`src/rtl/ppb_pkg.sv`:
```
// Shared types, constants and helpers for the particle push and binning pipeline.
package ppb_pkg;

	// Fixed-point and sizing constants
	localparam int FRAC_BITS = 16;
	localparam int MAX_FOLDS = 2;
	localparam int MAX_CELLS = 4096;

	localparam int Q_W    = 32;
	localparam int STEP_W = 31;
	localparam int MODE_W = 2;
	localparam int CNT_W  = 13;
	localparam int CELL_W = 12;
	localparam int IDX_W  = 3;
	localparam int PROD_W = 64;
	// Folded positions grow by up to two periods per pass on an inverted grid
	localparam int FOLD_W = 36 + $clog2(MAX_FOLDS + 1);
	// Unsigned bin product and the cell number taken from its top bits
	localparam int BIN_W  = Q_W + STEP_W;
	localparam int GRP_W  = BIN_W - 2 * FRAC_BITS;
	// Two integrate stages, one stage per fold pass, three binning stages
	localparam int LATENCY = 2 + MAX_FOLDS + 3;

	typedef enum logic [IDX_W-1:0] {
		REG_TIME_STEP      = 3'd0,
		REG_GRID_LOW       = 3'd1,
		REG_GRID_HIGH      = 3'd2,
		REG_BOUNDARY_MODE  = 3'd3,
		REG_INV_CELL_WIDTH = 3'd4,
		REG_CELL_COUNT     = 3'd5
	} reg_index_t;

	typedef enum logic [MODE_W-1:0] {
		MODE_PERIODIC = 2'd0,
		MODE_REFLECT  = 2'd1,
		MODE_OPEN     = 2'd2
	} mode_t;

	typedef enum logic [1:0] {
		ST_OK        = 2'd0,
		ST_BELOW     = 2'd1,
		ST_ABOVE     = 2'd2,
		ST_UNSETTLED = 2'd3
	} status_t;

	typedef struct packed {
		logic signed [Q_W-1:0] position;
		logic signed [Q_W-1:0] velocity_x;
		logic signed [Q_W-1:0] e_field;
	} particle_t;

	typedef struct packed {
		logic signed [Q_W-1:0] new_position;
		logic signed [Q_W-1:0] new_velocity_x;
		logic [CELL_W-1:0]     cell_index;
		status_t               status;
	} pushed_t;

	// Raw configuration registers
	typedef struct packed {
		logic [STEP_W-1:0]     time_step;
		logic signed [Q_W-1:0] grid_low;
		logic signed [Q_W-1:0] grid_high;
		logic [MODE_W-1:0]     boundary_mode;
		logic [STEP_W-1:0]     inv_cell_width;
		logic [CNT_W-1:0]      cell_count;
	} cfg_t;

	// Grid values derived from the configuration, held in registers
	typedef struct packed {
		logic signed [FOLD_W-1:0] lo_w;
		logic signed [FOLD_W-1:0] hi_w;
		logic signed [FOLD_W-1:0] lo2;
		logic signed [FOLD_W-1:0] hi2;
		logic signed [FOLD_W-1:0] period;
		logic                     wrap;
		logic                     reflect;
		logic [CNT_W-1:0]         count;
	} geom_t;

	// Particle state while it walks through the fold passes
	typedef struct packed {
		logic signed [FOLD_W-1:0] x;
		logic signed [Q_W-1:0]    v;
		logic                     pinned;
	} fold_t;

	function automatic logic signed [PROD_W-1:0] sx64(input logic signed [Q_W-1:0] a);
		return $signed({{(PROD_W-Q_W){a[Q_W-1]}}, a});
	endfunction

	// Clamp a wide signed value to the 32-bit range
	function automatic logic signed [Q_W-1:0] sat32(input logic signed [PROD_W-1:0] a);
		logic signed [Q_W-1:0] r;
		if (!a[PROD_W-1] && (|a[PROD_W-2:Q_W-1])) begin
			r = $signed({1'b0, {(Q_W-1){1'b1}}});
		end else if (a[PROD_W-1] && !(&a[PROD_W-2:Q_W-1])) begin
			r = $signed({1'b1, {(Q_W-1){1'b0}}});
		end else begin
			r = a[Q_W-1:0];
		end
		return r;
	endfunction

	// Negate, with the most negative value going to the most positive
	function automatic logic signed [Q_W-1:0] neg_sat32(input logic signed [Q_W-1:0] a);
		logic signed [Q_W-1:0] r;
		if (a == $signed({1'b1, {(Q_W-1){1'b0}}})) begin
			r = $signed({1'b0, {(Q_W-1){1'b1}}});
		end else begin
			r = -a;
		end
		return r;
	endfunction

endpackage

```
`src/rtl/ppb_fold.sv`:
```
// Boundary folding: one register stage per wrap or reflect pass.
module ppb_fold (
	input  logic           clk,
	input  logic           arst_n,
	input  logic           valid_in,
	input  ppb_pkg::fold_t fold_in,
	input  ppb_pkg::geom_t geom,
	output logic           valid_out,
	output ppb_pkg::fold_t fold_out
);
	import ppb_pkg::*;

	logic [MAX_FOLDS-1:0] valid_s;
	fold_t                fold_s [MAX_FOLDS];

	// One pass: a period shift, or a fold at the high wall then the low wall
	function automatic fold_t fold_pass(input fold_t a, input geom_t g);
		fold_t r;
		logic  in_grid;
		r = a;
		in_grid = (a.x >= g.lo_w) && (a.x < g.hi_w);
		if (g.wrap) begin
			if (a.x >= g.hi_w) begin
				r.x = a.x - g.period;
			end else if (a.x < g.lo_w) begin
				r.x = a.x + g.period;
			end
		end else if (g.reflect && !a.pinned && !in_grid) begin
			if (a.x >= g.hi_w) begin
				r.x      = g.hi2 - a.x;
				r.v      = neg_sat32(r.v);
				r.pinned = (r.x == g.hi_w);
			end
			if (!r.pinned && (r.x < g.lo_w)) begin
				r.x = g.lo2 - r.x;
				r.v = neg_sat32(r.v);
			end
		end
		return r;
	endfunction

	for (genvar k = 0; k < MAX_FOLDS; k++) begin : g_pass
		fold_t src;
		logic  src_valid;

		if (k == 0) begin : g_first
			assign src       = fold_in;
			assign src_valid = valid_in;
		end else begin : g_next
			assign src       = fold_s[k-1];
			assign src_valid = valid_s[k-1];
		end

		always_ff @(posedge clk or negedge arst_n) begin
			if (!arst_n) begin
				valid_s[k] <= 1'b0;
			end else begin
				valid_s[k] <= src_valid;
			end
		end

		always_ff @(posedge clk) begin
			fold_s[k] <= fold_pass(src, geom);
		end
	end

	assign valid_out = valid_s[MAX_FOLDS-1];
	assign fold_out  = fold_s[MAX_FOLDS-1];

endmodule

```
`config.mk`:
```
export PLATFORM = sky130hd
export DESIGN_NAME = ppb_fold
export DESIGN_NICKNAME = d
export VERILOG_FILES = /design/src/rtl/ppb_pkg.sv /design/src/rtl/ppb_fold.sv
export SDC_FILE = /design/constraint.sdc
export NUM_CORES = 2
export LEC_CHECK = 0
export BUFFER_PORTS_ARGS = -buffer_cell sky130_fd_sc_hd__clkbuf_2
export CAP_MARGIN = 0
export CORE_ASPECT_RATIO = 0.9
export CORE_UTILIZATION = 46
export CTS_CLUSTER_DIAMETER = 100
export CTS_CLUSTER_SIZE = 20
export DETAILED_ROUTE_END_ITERATION = 7
export PLACE_DENSITY_LB_ADDON = 0.3
export SYNTH_ARGS = -nofsm -noshare
export SYNTH_HDL_FRONTEND = slang
export SYNTH_SLANG_ARGS = --single-unit
```
`constraint.sdc`:
```
create_clock -name clk -period 21.3 [get_ports clk]
set_clock_uncertainty 0.1 [all_clocks]
set_input_delay 4.26 -clock clk [delete_from_list [all_inputs] [get_ports clk]]
set_output_delay 4.26 -clock clk [all_outputs]
set_load 0.005 [all_outputs]
```
; Word level (Yosys, flattened, before mapping)
; Memories as Yosys holds them, arrays and structs flattened.
; Index checks and enable logic that the tools add are counted.
; W data, S select, Z words.
[totals]
ff_bits = 2
mem_bits_rw = 142
input_bits = 279
output_inout_bits = 72
elab_cells = 67
memories = 1
[memory_table]
columns = memory, words, word_bits, read_ports, rd_ports_with_merged_regs, wr, line_no
row1 = fold_s, 2, 71, 2, 0, 2, ppb_fold.sv:14  ; fold_t fold_s [MAX_FOLDS];
[classes]
addsub = 12
magnitude_cmp = 10
n_eq_ne = 6
n_mux = 22
reduce_logical = 14
[ops]
columns = cell, count
row1 = $mux W71, 8
row2 = $lt A38 B38 Y1, 6
row3 = $mux W38, 6
row4 = $sub A38 B38 Y38, 6
row5 = $ge A38 B38 Y1, 4
row6 = $mux W70, 2
row7 = $eq A32 B32 Y1 const B, 4
row8 = $mux W32, 4
row9 = $neg A32 Y32, 4
row10 = $add A38 B38 Y38, 2
row11 = $eq A38 B38 Y1, 2
row12 = $mux W33, 2
row13 = $logic_and A1 B1 Y1, 8
row14 = $logic_not A1 Y1, 6

; Logic depth before layout (Yosys ltp)
[logic_depth]
ltp_word = 11
depth_mapped = 38
ltp_nobuf = 32

; Worst setup path after synthesis
; OpenSTA, ideal clock, no wires.
[synth_path]
path_kind = input to register
from = in geom[143] (netlist name)
to = mem fold_s[0][15] (netlist name)
setup_ns = 0.122
arrival_time_ns = 11.170
required_time_ns = 21.078
path_slack_ns = 9.909
cell_stages = 35
n_path_buf = 7
path_cell_list = clkbuf_1 -> inv_1 -> ha_1 -> nand4_1 -> nor4_1 -> a222oi_1 -> a211o_1 -> o211ai_1 -> clkbuf_1 -> buf_2 -> buf_2 -> clkbuf_1 -> clkbuf_1 -> clkbuf_1 -> nor2_1 -> a21oi_1 -> inv_1 -> ha_1 -> a21o_1 -> a21o_1 -> a21o_1 -> a21o_1 -> a21o_1 -> a21o_1 -> a21o_1 -> a211oi_1 -> and4_1 -> nor4_1 -> nor3b_1 -> a2bb2oi_1 -> nand2_2 -> a21o_1 -> mux2_2 -> o21a_1 -> o32a_1
[synth_lines]
columns = element, line_no
row1 = "start, declared", ppb_fold.sv:7  ; input ppb_pkg::geom_t geom,
row2 = "end, declared", ppb_fold.sv:14

==> key figures <==
Floorplan
  • Die ar.: 75850 sq um
  • Die Span Y: 261.4 um
  • Die X: 290.2 um
  • Ports: 351
  • FP Rows: 94
  • Initial Utilization: 0.4678
  • Core area: 73510 sq um

STA
  • Fmax achieved: 73.99 MHz
  • Least-Margin Pin Slew: 1.276 ns
  • Final setup violation count: 0
  • Max-slew violations: 0
  • Setup TNS: 0 ns
  • RSZ-0062 raised after global routing: no
  • Max-Slew Margin vs Limit: 0.1475
  • Min cycle time layout: 13.52 ns
  • Final worst-path cycle share: 0.6346
  • Hold Violations, Final: 0

Placed design
  • Port Buf Inserts: 337
  • Routability cong.: 1.044
  • Placed wire-length estimate: 123.7 mm
  • Inst Count DP: 6063
  • DP Area: 36140 sq um

Pwr
  • Psw: 0.002036 W
  • Switching share of power: 0.5649
  • Peak VDD IR: 0.07915 mV
  • Leakage: 17.47 nW
  • Pwr per Cell Area: 97.98 nW/um^2
  • Logic gate share of total power: 0.786
  • Flop pwr share: 0.117
  • Power share of the clock group: 0.097
  • Pint: 0.001568 W

Clocking
  • Clock Latency Late Sink: 0.50 ns
  • Post-CTS sizing: 0
  • Root Buffer: clkbuf_16
  • CTS tree: yes
  • TritonCTS sink count: 144
  • Hold_buf cts: 0
  • CTS H-tree depth: 4
  • Clock buffer depth: 2
  • Post-CTS Setup Inserts: 0
  • Total CTS buffers: 17
  • CTS clk-pin slew, worst paths: 0.07 ns

Critical path
  • Critical-path maximum fanout: 31
  • Largest stage delay, worst path: 0.85 ns
  • Kind of critical path: in -> reg
  • Critical Path Start: fold_in[37]
  • Crit path top cell by count: a21o_1
  • Slowest-stage cell, CP: nor2_1
  • R2r endpoint: fold_s[0][138]
  • Startpoint types: input port
  • R2R depth: 29
  • Required time of the critical path: 21.51 ns
  • Critical Path End: fold_s[0][69]
  • FF-to-FF Start: fold_s[0][70]
  • Worst Path Arrival: 13.73 ns
  • R2R setup slack: 11.50 ns
  • Setup crit end kind: flop

Route
  • DRT Wirelength: 151.3 mm
  • Via Count: 39.09k
  • # DRC: 0
  • DRT antenna net count: 0
  • 1st-pass router iterations: 8
  • Via density: 6.408
  • Post-DR wirelength/cell: 24.80 um
  • 1st-iter DRT viols: 4724

GRT
  • Total grt overflow: 0
  • Largest net degree at the start of global routing: 85
  • Initial antenna violation count: 10
  • Vias in the first global route: 34.70k
  • Gr usage total: 0.3840
  • First-pass GRT wire length: 220.0 mm

Yosys
  • Seq cells post-synth: 144
  • Post-synth EDFFs: 0
  • Syn Std Cell Area: 34390 sq um
  • Largest area contributor in the netlist: ha_1
  • Yosys warns: 0
  • Sequential-to-total area share from yosys stat: 0.08413
  • Asr flop ratio synth: 0.01389
  • Post-synth cell types: 106
  • Most instantiated cells after synthesis: a21oi_1 (538), ha_1 (518), nor2_1 (479), inv_1 (414), nand2_1 (398)
  • Post-synth top area share: 0.1885
  • Post-Synthesis Cells: 5034
  • Most numerous cell in the Yosys netlist: a21oi_1
  • Syn Area/Cell: 6.831 sq um
  • Syn nets: 5839
  • Synth area leaders: ha_1 (19%), dfxtp_1 (8.3%), a21oi_1 (7.8%)
  • Synth Flop Type: dfxtp_1

Final layout
  • Final cell count without fillers: 6101
  • Syn-to-layout area delta: 6.968%
  • Layout cells sized above 1: 0.09601
  • Fillers: 7594
  • Layout Nets: 5927
  • Sequential cell area: 2893 sq um
  • Multi-input logic area: 28500 sq um
  • Final instance area: 36780 sq um

Run status
  • Status: completed

Run
  • Max Cap Violations: 0

Hold path
  • Worst min path class: reg -> reg
## power by group through the flow
stage                     registers (W)  clock network (W)  logic [W]
final                          0.000422           0.000348    0.00283
after global routing           0.000428           0.000359    0.00307
after CTS                      0.000420           0.000351    0.00274
after detailed placement       0.000426                  0    0.00272
after global placement         0.000425                  0    0.00270
after floorplan                0.000382                  0    0.00199
## logic make-up (layout without fill, tap and decap cells)
| group | after synthesis | in the layout | synth area share |
|---|---|---|---|
| other cells | 0 | 6 | 0 |
| compound gates | 1780 | 1780 | 0.3300 |
| flops | 144 | 144 | 0.08413 |
| simple gates | 1549 | 1549 | 0.2162 |
| mux | 33 | 33 | 0.009861 |
| xor+xnor | 271 | 271 | 0.07547 |
| buf+inv | 722 | 823 | 0.08864 |
| fa+ha+maj | 535 | 535 | 0.1958 |
## worst max-delay path: cells and delay by family
kind | cells | cell delay, ns
XOR/XNOR | 1 | 0.19
buffers and inverters | 6 | 1.49
adder cells (fa/ha/maj) | 2 | 0.60
AND/OR/NAND/NOR | 5 | 2.04
AO/OA/AOI/OAI | 18 | 5.07
## cell type report
class	instances	area share
clock buffer	19	0.01204
sequential	144	0.07865
inverter	415	0.04235
antenna	6	0.0004082
multi-input combinational	4168	0.7750
clock inverter	13	0.005035
tap	960	0.03266
timing repair buffer	376	0.05388
## worst min path at each step
stage,slack [ns],endpoint,depth (start not counted),startpoint
2_1_floorplan,0.23,valid_out,0,g_pass[1].src_valid
3_3_place_gp,0.24,valid_out,0,g_pass[1].src_valid
3_5_place_dp,0.24,valid_out,0,g_pass[1].src_valid
4_1_cts,0.26,valid_out,0,g_pass[1].src_valid
5_1_grt,0.27,valid_out,0,g_pass[1].src_valid
6_report,0.25,valid_out,0,g_pass[1].src_valid
## flip-flops by register name, indices dropped and copies added (netlist names)
| name | cells |
|---|---|
| fold_s | 142 |
| valid_out | 1 |
| g_pass.src_valid | 1 |
## layer usage
layer	up-vias	GRT usage	share of wire
met3	409	0.08402	0.11
met4	6	0.2286	0.067
met2	2314	0.5762	0.41
met1	17890	0.5044	0.41
met5	-	0	0.00030
li1	18480	-	-
## placed cells by master (no fill, tap or decap), types with 121 or more instances in the layout
master      n
nand2_1   396
o21ai_0   395
xnor2_1   174
dfxtp_1   142
nand3_1   121
clkbuf_2  336
a21oi_1   538
inv_1     414
a21o_1    177
nor2_1    475
ha_1      518
## metrics by stage
| stage | worst slack [ns] | hold WS [ns] | total power [W] | utilization |
|---|---|---|---|---|
| floorplan | 9.909 | 0.2312 | 0.002371 | - |
| global placement | 7.778 | 0.2352 | 0.003122 | 0.4916 |
| detailed placement | 7.726 | 0.2416 | 0.003144 | 0.4916 |
| CTS | 8.195 | 0.2567 | 0.003510 | 0.5002 |
| global route | 7.555 | 0.2661 | 0.003854 | 0.5003 |
| finish | 7.784 | 0.2547 | 0.003604 | 0.5004 |
Note: power is estimated with default switching activity, not from simulation.
