## src/rtl/ppb_pkg.sv

```systemverilog
// Shared types, constants and helpers for the particle push and binning pipeline.
package ppb_pkg;

	// Fixed-point and sizing constants
	localparam int FRAC_BITS = 16;
	localparam int MAX_FOLDS = 2;
	localparam int MAX_CELLS = 4096;

	localparam int Q_W    = 32;
	localparam int STEP_W = 31;
	localparam int MODE_W = 2;
	localparam int CNT_W  = 13;
	localparam int CELL_W = 12;
	localparam int IDX_W  = 3;
	localparam int PROD_W = 64;
	// Folded positions grow by up to two periods per pass on an inverted grid
	localparam int FOLD_W = 36 + $clog2(MAX_FOLDS + 1);
	// Unsigned bin product and the cell number taken from its top bits
	localparam int BIN_W  = Q_W + STEP_W;
	localparam int GRP_W  = BIN_W - 2 * FRAC_BITS;
	// Two integrate stages, one stage per fold pass, three binning stages
	localparam int LATENCY = 2 + MAX_FOLDS + 3;

	typedef enum logic [IDX_W-1:0] {
		REG_TIME_STEP      = 3'd0,
		REG_GRID_LOW       = 3'd1,
		REG_GRID_HIGH      = 3'd2,
		REG_BOUNDARY_MODE  = 3'd3,
		REG_INV_CELL_WIDTH = 3'd4,
		REG_CELL_COUNT     = 3'd5
	} reg_index_t;

	typedef enum logic [MODE_W-1:0] {
		MODE_PERIODIC = 2'd0,
		MODE_REFLECT  = 2'd1,
		MODE_OPEN     = 2'd2
	} mode_t;

	typedef enum logic [1:0] {
		ST_OK        = 2'd0,
		ST_BELOW     = 2'd1,
		ST_ABOVE     = 2'd2,
		ST_UNSETTLED = 2'd3
	} status_t;

	typedef struct packed {
		logic signed [Q_W-1:0] position;
		logic signed [Q_W-1:0] velocity_x;
		logic signed [Q_W-1:0] e_field;
	} particle_t;

	typedef struct packed {
		logic signed [Q_W-1:0] new_position;
		logic signed [Q_W-1:0] new_velocity_x;
		logic [CELL_W-1:0]     cell_index;
		status_t               status;
	} pushed_t;

	// Raw configuration registers
	typedef struct packed {
		logic [STEP_W-1:0]     time_step;
		logic signed [Q_W-1:0] grid_low;
		logic signed [Q_W-1:0] grid_high;
		logic [MODE_W-1:0]     boundary_mode;
		logic [STEP_W-1:0]     inv_cell_width;
		logic [CNT_W-1:0]      cell_count;
	} cfg_t;

	// Grid values derived from the configuration, held in registers
	typedef struct packed {
		logic signed [FOLD_W-1:0] lo_w;
		logic signed [FOLD_W-1:0] hi_w;
		logic signed [FOLD_W-1:0] lo2;
		logic signed [FOLD_W-1:0] hi2;
		logic signed [FOLD_W-1:0] period;
		logic                     wrap;
		logic                     reflect;
		logic [CNT_W-1:0]         count;
	} geom_t;

	// Particle state while it walks through the fold passes
	typedef struct packed {
		logic signed [FOLD_W-1:0] x;
		logic signed [Q_W-1:0]    v;
		logic                     pinned;
	} fold_t;

	function automatic logic signed [PROD_W-1:0] sx64(input logic signed [Q_W-1:0] a);
		return $signed({{(PROD_W-Q_W){a[Q_W-1]}}, a});
	endfunction

	// Clamp a wide signed value to the 32-bit range
	function automatic logic signed [Q_W-1:0] sat32(input logic signed [PROD_W-1:0] a);
		logic signed [Q_W-1:0] r;
		if (!a[PROD_W-1] && (|a[PROD_W-2:Q_W-1])) begin
			r = $signed({1'b0, {(Q_W-1){1'b1}}});
		end else if (a[PROD_W-1] && !(&a[PROD_W-2:Q_W-1])) begin
			r = $signed({1'b1, {(Q_W-1){1'b0}}});
		end else begin
			r = a[Q_W-1:0];
		end
		return r;
	endfunction

	// Negate, with the most negative value going to the most positive
	function automatic logic signed [Q_W-1:0] neg_sat32(input logic signed [Q_W-1:0] a);
		logic signed [Q_W-1:0] r;
		if (a == $signed({1'b1, {(Q_W-1){1'b0}}})) begin
			r = $signed({1'b0, {(Q_W-1){1'b1}}});
		end else begin
			r = -a;
		end
		return r;
	endfunction

endpackage

```

## src/rtl/ppb_bin.sv

```systemverilog
// Cell binning and status: clamp and offset, scale multiply, range check.
module ppb_bin (
	input  logic             clk,
	input  logic             arst_n,
	input  logic             valid_in,
	input  ppb_pkg::fold_t   fold_in,
	input  ppb_pkg::cfg_t    cfg,
	input  ppb_pkg::geom_t   geom,
	output logic             done,
	output ppb_pkg::pushed_t result
);
	import ppb_pkg::*;

	logic                  unsettled;
	logic signed [Q_W-1:0] xs;
	status_t               pre_d;

	logic                  valid_s1;
	logic signed [Q_W-1:0] x_s1;
	logic signed [Q_W-1:0] v_s1;
	status_t               pre_s1;
	logic                  at_hi_s1;
	logic [Q_W-1:0]        diff_s1;

	logic                  valid_s2;
	logic signed [Q_W-1:0] x_s2;
	logic signed [Q_W-1:0] v_s2;
	status_t               pre_s2;
	logic                  at_hi_s2;
	logic [BIN_W-1:0]      prod_s2;

	logic [GRP_W-1:0]      grp;
	pushed_t               res_d;
	logic                  valid_s3;
	pushed_t               result_s3;

	// Settle check, clamp to 32 bits, early status
	always_comb begin
		unsettled = (geom.wrap || (geom.reflect && !fold_in.pinned))
			&& !((fold_in.x >= geom.lo_w) && (fold_in.x < geom.hi_w));
		xs = sat32(PROD_W'(fold_in.x));
		if (unsettled) begin
			pre_d = ST_UNSETTLED;
		end else if (xs < cfg.grid_low) begin
			pre_d = ST_BELOW;
		end else begin
			pre_d = ST_OK;
		end
	end

	always_ff @(posedge clk or negedge arst_n) begin
		if (!arst_n) begin
			valid_s1 <= 1'b0;
			valid_s2 <= 1'b0;
			valid_s3 <= 1'b0;
		end else begin
			valid_s1 <= valid_in;
			valid_s2 <= valid_s1;
			valid_s3 <= valid_s2;
		end
	end

	// Stage 1: offset from the low bound
	always_ff @(posedge clk) begin
		x_s1     <= xs;
		v_s1     <= fold_in.v;
		pre_s1   <= pre_d;
		at_hi_s1 <= (xs == cfg.grid_high);
		diff_s1  <= Q_W'(xs - cfg.grid_low);
	end

	// Stage 2: scale by the inverse cell width
	always_ff @(posedge clk) begin
		x_s2     <= x_s1;
		v_s2     <= v_s1;
		pre_s2   <= pre_s1;
		at_hi_s2 <= at_hi_s1;
		prod_s2  <= BIN_W'(diff_s1) * BIN_W'(cfg.inv_cell_width);
	end

	// Cell pick and final status
	always_comb begin
		grp                  = prod_s2[BIN_W-1:2*FRAC_BITS];
		res_d.new_position   = x_s2;
		res_d.new_velocity_x = v_s2;
		res_d.cell_index     = '0;
		res_d.status         = pre_s2;
		if (pre_s2 == ST_OK) begin
			if (at_hi_s2) begin
				// exactly on the high wall: last cell
				if (geom.count == '0) begin
					res_d.status = ST_ABOVE;
				end else begin
					res_d.cell_index = CELL_W'(geom.count - 1'b1);
				end
			end else if (grp >= geom.count) begin
				res_d.status = ST_ABOVE;
			end else begin
				res_d.cell_index = CELL_W'(grp);
			end
		end
	end

	// Stage 3: result register
	always_ff @(posedge clk) begin
		result_s3 <= res_d;
	end

	assign done   = valid_s3;
	assign result = result_s3;

endmodule

```

## config.mk

```make
export PLATFORM = sky130hd
export DESIGN_NAME = ppb_bin
export DESIGN_NICKNAME = d
export VERILOG_FILES = /design/src/rtl/ppb_pkg.sv /design/src/rtl/ppb_bin.sv
export SDC_FILE = /design/constraint.sdc
export NUM_CORES = 2
export LEC_CHECK = 0
export BUFFER_PORTS_ARGS = -buffer_cell sky130_fd_sc_hd__buf_2
export CORE_MARGIN = 2
export CORE_UTILIZATION = 40
export DETAILED_ROUTE_END_ITERATION = 16
export PLACE_DENSITY = 0.58
export SETUP_SLACK_MARGIN = 0.02
export SLEW_MARGIN = 25
export SYNTH_ARGS = -nofsm -noshare
export SYNTH_HDL_FRONTEND = slang
export SYNTH_SLANG_ARGS = --single-unit
```

## constraint.sdc

```tcl
create_clock -name clk -period 9.7 [get_ports clk]
set_clock_uncertainty 0.2 [all_clocks]
set_input_delay 0.485 -clock clk [delete_from_list [all_inputs] [get_ports clk]]
set_output_delay 0.485 -clock clk [all_outputs]
set_load 0.03 [all_outputs]
```

# After elaboration in Yosys (flattened, before gate mapping)
# Cells that the tools add are included.
# word_totals
output_inout_bits	79
wordCells	48
in_bits	420
reg_bits	310
# classes
n_addsub	2
eq_ne	1
magnitude_cmp	4
n_mul	1
mux	9
reduce_logical	14
# op_table
op	n
32-bit two-way mux	2
32-bit by 31-bit multiplier with 63-bit output	1
38-bit >= comparator	1
38-bit less-than comparator	1
32-bit == test	1
32-bit less-than comparator	1
32-bit subtractor	1
31-bit by 13-bit >= comparator with 1-bit output	1
12-bit two-way mux	2
14-bit two-way mux	1
13-bit logical NOT	1
12-bit by 1-bit subtractor with 12-bit output (second input constant)	1
7-bit AND reduction	1
7-bit OR reduction	1
2-bit two-way mux	3
1-bit logical AND	5
1-bit logical NOT	4
2-bit logical NOT	1
1-bit logical OR	1
1-bit two-way mux	1

# Logic depth before layout (Yosys ltp)
# depth
word_depth	7
depth_mapped	28
ltp_nobuf	27

# Worst setup path after synthesis
# OpenSTA, ideal clock, no wires.
# synth_path
path_kind	input port to flip-flop
startpoint	input cfg[20] (netlist bit)
endpoint	register prod_s2[57]
t_required_ns	9.377
n_path_buf	1
arrival_time_ns	7.128
stages	25
slack_ns	2.249
setup_ns	0.123
path_cell_list	clkbuf_1 nand2_1 fa_1 inv_1 fa_1 inv_1 fa_1 inv_1 fa_1 fa_1 fa_1 fa_1 inv_1 fa_1 inv_1 ha_1 and4_1 and3_1 a221oi_1 o21ai_0 a211oi_2 o211ai_1 a21oi_1 o21ai_1 xor2_1
# synth_between
elab_chain_cells	1
# synth_rtl
item	line	rtl
from (decl)	ppb_bin.sv:7	input ppb_pkg::cfg_t cfg,
32-bit by 31-bit multiplier with 63-bit output	ppb_bin.sv:78	prod_s2 <= BIN_W'(diff_s1) * BIN_W'(cfg.inv_cell_width);
to (signal assigned)	ppb_bin.sv:78	
to (decl)	ppb_bin.sv:30	logic [BIN_W-1:0] prod_s2;
# No other way between the ends.
# A chain may end at the register's enable or synchronous reset.

# Final worst setup path
# layout_path
startpoint	register diff_s1[17]
endpoint	register prod_s2[60]
# layout_between
elab_chain_cells	1
# layout_rtl
item	line	rtl
from (decl)	ppb_bin.sv:23	logic [Q_W-1:0] diff_s1;
from (signal assigned)	ppb_bin.sv:69	diff_s1 <= Q_W'(xs - cfg.grid_low);
32-bit by 31-bit multiplier with 63-bit output	ppb_bin.sv:78	
# No other way between the ends.

==> metrics.yaml <==
min_path:
  worstHoldPathType: "primary input to flip-flop"
  holdCritStartpoint: "fold_in[33]"
cts:
  cts.root.buffer_cell: "sky130_fd_sc_hd__clkbuf_16"
  htree_levels: 2
  post_cts.resized_instances: 0
  tritoncts_clock_tree: "yes"
  quantity_of_hold_fixing_buffers_added_after_cts: 38
  clock_path_buffers: 3
  cts_post_setup_buffers_inserted: 0
  clk_latency_ns: 0.60
  tritoncts_buffers: 35
  clk_pin_slew_worst_paths_ns: 0.06
  clock_sinks: 278
grt:
  global_route_wire_length_before_repair_microns: 194000
  grt_residual_overflow: 0
  antenna_violations_before_repair: 8
  first_global_vias: 32761
  grt_max_degree: 71
  gr-usage-all-layers_pct: 23.6
synth:
  postSynthCellCount: 4559
  synth.distinct_cells: 72
  synth.net_count: 6219
  ys_seq_area_share_pct: 13.2
  ys_ff_latch: 278
  synth_top_cells_by_area: "sky130_fd_sc_hd__fa_1, sky130_fd_sc_hd__dfxtp_1, sky130_fd_sc_hd__ha_1"
  synth_enable_flop_cells: 0
  yosys_warnings: 0
  syn_area_sq_um: 42300
  dominantRegCellSynth: "sky130_fd_sc_hd__dfxtp_1"
  synth_largest_type_area_fraction_pct: 41.0
  synthArstFlopShare_pct: 1.08
  synth_top_cell_by_area: "sky130_fd_sc_hd__fa_1"
  post_synth.cell_area_avg_sq_um: 9.28
die:
  core_region_area_sq_um: 105000
  die_h_microns: 329
  die-area_sq_um: 108000
  pin_count: 499
  floorplan.rows: 119
  initial_core_util_pct: 40.3
  fp.dieW_microns: 329
drt:
  total_iterations_of_the_first_detailed_routing_run: 6
  number_of_nets_with_antenna_violations_after_detailed_routing: 0
  vias: 31716
  viasPerCell: 5.08
  detail_route.wirelength_microns: 125000
  route.detailed.wl_per_inst_microns: 20.1
  detail_route.iter0.violations: 1988
  drt_drc: 0
outcome:
  run_status: "completed"
timing:
  grt_setup_unrepaired: "no"
  finalWorstPathRequiredPeriod_ns: 8.46
  post-route-period-util_pct: 87.2
  hold_viol_final: 0
  fmaxAchievable_mhz: 118
  worst_slew_margin_rel_pct: 30.8
  timing.final.setup_violations: 0
  final.setup.tns_ns: 0
  worst-slew-pin-transition_ns: 1.04
  final-max-slew-violation-count: 0
critical_path:
  critPathArrivalTime_ns: 8.79
  critPathRequiredTime_ns: 10.03
  worst-setup-path-type: "flip-flop to flip-flop"
  timing.critical_path.slowest_stage_cell: "sky130_fd_sc_hd__dfxtp_1"
  crit-reg2reg-launch: "diff_s1[17]$_DFF_P_"
  cp_launch_point: "diff_s1[17]$_DFF_P_"
  crit_buf_inv: 3
  critPathMaxStageDelay_ns: 0.72
  end_kind: "flip-flop"
  most_frequent_cell_on_critical_path: "sky130_fd_sc_hd__fa_1"
  cp_cell_sequence: "buf_4 > and2_1 > fa_1 > fa_1 > fa_1 > inv_1 > fa_1 > inv_1 > fa_1 > fa_1 > fa_1 > fa_1 > ha_1 > and4_1 > nand2_1 > a2111oi_0 > a221o_2 > a21oi_2 > o31ai_2 > nand2_1 > o221ai_1 > xor2_1"
  r2r_slack_ns: 1.24
  crit_fanout: 18
  critical-path-top-delay-family: "adder cells"
  critPathLaunchType: "flip-flop"
layout:
  area_growth_pct: 11.2
  drive_gt1_share_pct: 9.99
  final_layout_net_count: 6479
placed_design:
  post-dp-hpwl_microns: 97800
  globalplace.congestion: 0.939
  port_buffers: 338
job:
  cap_viol_max_count: 0
kinds of logic (layout without fill, tap and decap cells):
family	count (synthesis)	in the layout	share of synthesized area, %
buf+inv	1176	1461	10.4
mux	1	1	0.0237
compound gates	409	409	6.48
simple gates	1381	1381	16.3
xor+xnor	74	74	1.53
flops	278	278	13.2
fa+ha+maj	1240	1240	52.0
other cells	0	6	0
cell usage in the layout, fill, tap and decap left out, types with 7 or more instances in the layout:
cell type / netlist / layout
sky130_fd_sc_hd__o211ai_1: 7 / 7
sky130_fd_sc_hd__xor2_1: 21 / 21
sky130_fd_sc_hd__o21ai_0: 52 / 52
sky130_fd_sc_hd__a22oi_1: 12 / 12
sky130_fd_sc_hd__a31oi_1: 9 / 9
sky130_fd_sc_hd__or3_1: 12 / 12
sky130_fd_sc_hd__and4_1: 8 / 8
sky130_fd_sc_hd__buf_4: 0 / 60
sky130_fd_sc_hd__o21ai_1: 13 / 13
sky130_fd_sc_hd__fa_1: 866 / 866
sky130_fd_sc_hd__nand4_1: 34 / 34
sky130_fd_sc_hd__inv_1: 959 / 959
sky130_fd_sc_hd__and2_1: 510 / 510
sky130_fd_sc_hd__and3_1: 10 / 10
sky130_fd_sc_hd__xnor2_1: 53 / 53
sky130_fd_sc_hd__o21bai_1: 19 / 19
sky130_fd_sc_hd__a211oi_1: 7 / 7
sky130_fd_sc_hd__o32ai_1: 8 / 8
sky130_fd_sc_hd__nand2_1: 556 / 556
sky130_fd_sc_hd__nand3_1: 26 / 26
sky130_fd_sc_hd__buf_2: 0 / 338
sky130_fd_sc_hd__nor2b_1: 16 / 16
sky130_fd_sc_hd__dlygate4sd3_1: 0 / 38
sky130_fd_sc_hd__clkbuf_16: 0 / 36
sky130_fd_sc_hd__o21a_1: 17 / 16
sky130_fd_sc_hd__nor3_1: 34 / 34
sky130_fd_sc_hd__a21oi_1: 123 / 122
sky130_fd_sc_hd__nor2_1: 129 / 129
sky130_fd_sc_hd__nor4_1: 25 / 24
sky130_fd_sc_hd__a21o_1: 69 / 69
sky130_fd_sc_hd__a221oi_1: 7 / 7
sky130_fd_sc_hd__dfxtp_1: 275 / 270
sky130_fd_sc_hd__a22o_1: 10 / 10
sky130_fd_sc_hd__ha_1: 374 / 374
synthesized netlist by cell type (9+ instances only):
cell type	number
sky130_fd_sc_hd__a21o_1	69
sky130_fd_sc_hd__xor2_1	21
sky130_fd_sc_hd__or3_1	12
sky130_fd_sc_hd__nor4_1	25
sky130_fd_sc_hd__nand2_1	556
sky130_fd_sc_hd__nand3_1	26
sky130_fd_sc_hd__xnor2_1	53
sky130_fd_sc_hd__a22oi_1	12
sky130_fd_sc_hd__nor3_1	34
sky130_fd_sc_hd__fa_1	866
sky130_fd_sc_hd__o21bai_1	19
sky130_fd_sc_hd__nor2_1	129
sky130_fd_sc_hd__nand4_1	34
sky130_fd_sc_hd__dfxtp_1	275
sky130_fd_sc_hd__o21ai_0	52
sky130_fd_sc_hd__o21a_1	17
sky130_fd_sc_hd__ha_1	374
sky130_fd_sc_hd__o21ai_1	13
sky130_fd_sc_hd__and2_1	510
sky130_fd_sc_hd__a21oi_1	123
sky130_fd_sc_hd__a31oi_1	9
sky130_fd_sc_hd__and3_1	10
sky130_fd_sc_hd__a22o_1	10
sky130_fd_sc_hd__inv_1	959
sky130_fd_sc_hd__nor2b_1	16
sky130_fd_sc_hd__clkbuf_1	214
final timing paths:
kind                                       endpoint  cells past startpoint
worst max-delay path            prod_s2[60]$_DFF_P_                     22
worst min-delay path                x_s1[0]$_DFF_P_                      3
worst max register to register  prod_s2[60]$_DFF_P_                     22
worst min register to register     x_s2[14]$_DFF_P_                      0
max in group asynchronous            done$_DFF_PN0_                      3
min in group asynchronous        valid_s2$_DFF_PN0_                      3
cell type report:
| type | instances | area [sq um] |
|---|---|---|
| clock buffer | 45 | 995 |
| inverter | 959 | 3600 |
| antenna | 6 | 15.0 |
| timing repair buffer | 440 | 2600 |
| clock inverter | 17 | 166 |
| sequential | 278 | 5590 |
| tap | 1391 | 1740 |
| multi-input combinational | 3105 | 32300 |
| fill | 10361 | 58100 |
worst reg2reg max path, delay by kind of cell (launching register included):
kind / cells / cell delay (ns)
xor gates and xnor gates: 1 / 0.18
adders and majority gates: 9 / 4.27
buffers and inverters: 3 / 0.52
DFF: 1 / 0.72
AOI/OAI and AO/OA: 5 / 1.78
and+or+nand+nor: 4 / 0.74
metal layers:
| layer | part of all wire (%) | GRT usage [%] | vias to the layer above |
|---|---|---|---|
| li1 | - | - | 14306 |
| met1 | 43 | 32.8 | 16139 |
| met2 | 47 | 37.9 | 1046 |
| met3 | 6.6 | 3.38 | 219 |
| met4 | 3.6 | 7.70 | 6 |
| met5 | 0.028 | 0 | - |
through the flow:
stage	setup slack, ns	util (%)	std cells	hold slack [ns]	area [sq um]
4_1_cts	1.33	44.7	6235	0.0232	47000
6_report	1.24	44.8	6241	0.0680	47100
5_1_grt	0.882	44.8	6239	0.0572	47100
3_5_place_dp	1.13	43.3	6135	0.0847	45500
3_3_place_gp	1.17	43.3	6135	0.0804	45500
2_1_floorplan	2.25	-	4559	-0.0106	42300
sequential cells by signal, summed over array words and instances (netlist names):
name and count:
at_hi_s1 1, prod_s2 31, x_s2 32, done 1
result 78, at_hi_s2 1, pre_s2 2, valid_s2 1
valid_s1 1, diff_s1 32, x_s1 32, pre_s1 2
v_s2 32, v_s1 32
Power is left out: the tool's default activity adds up to more than one toggle a clock period on the data nets, which glitch-free logic cannot reach.
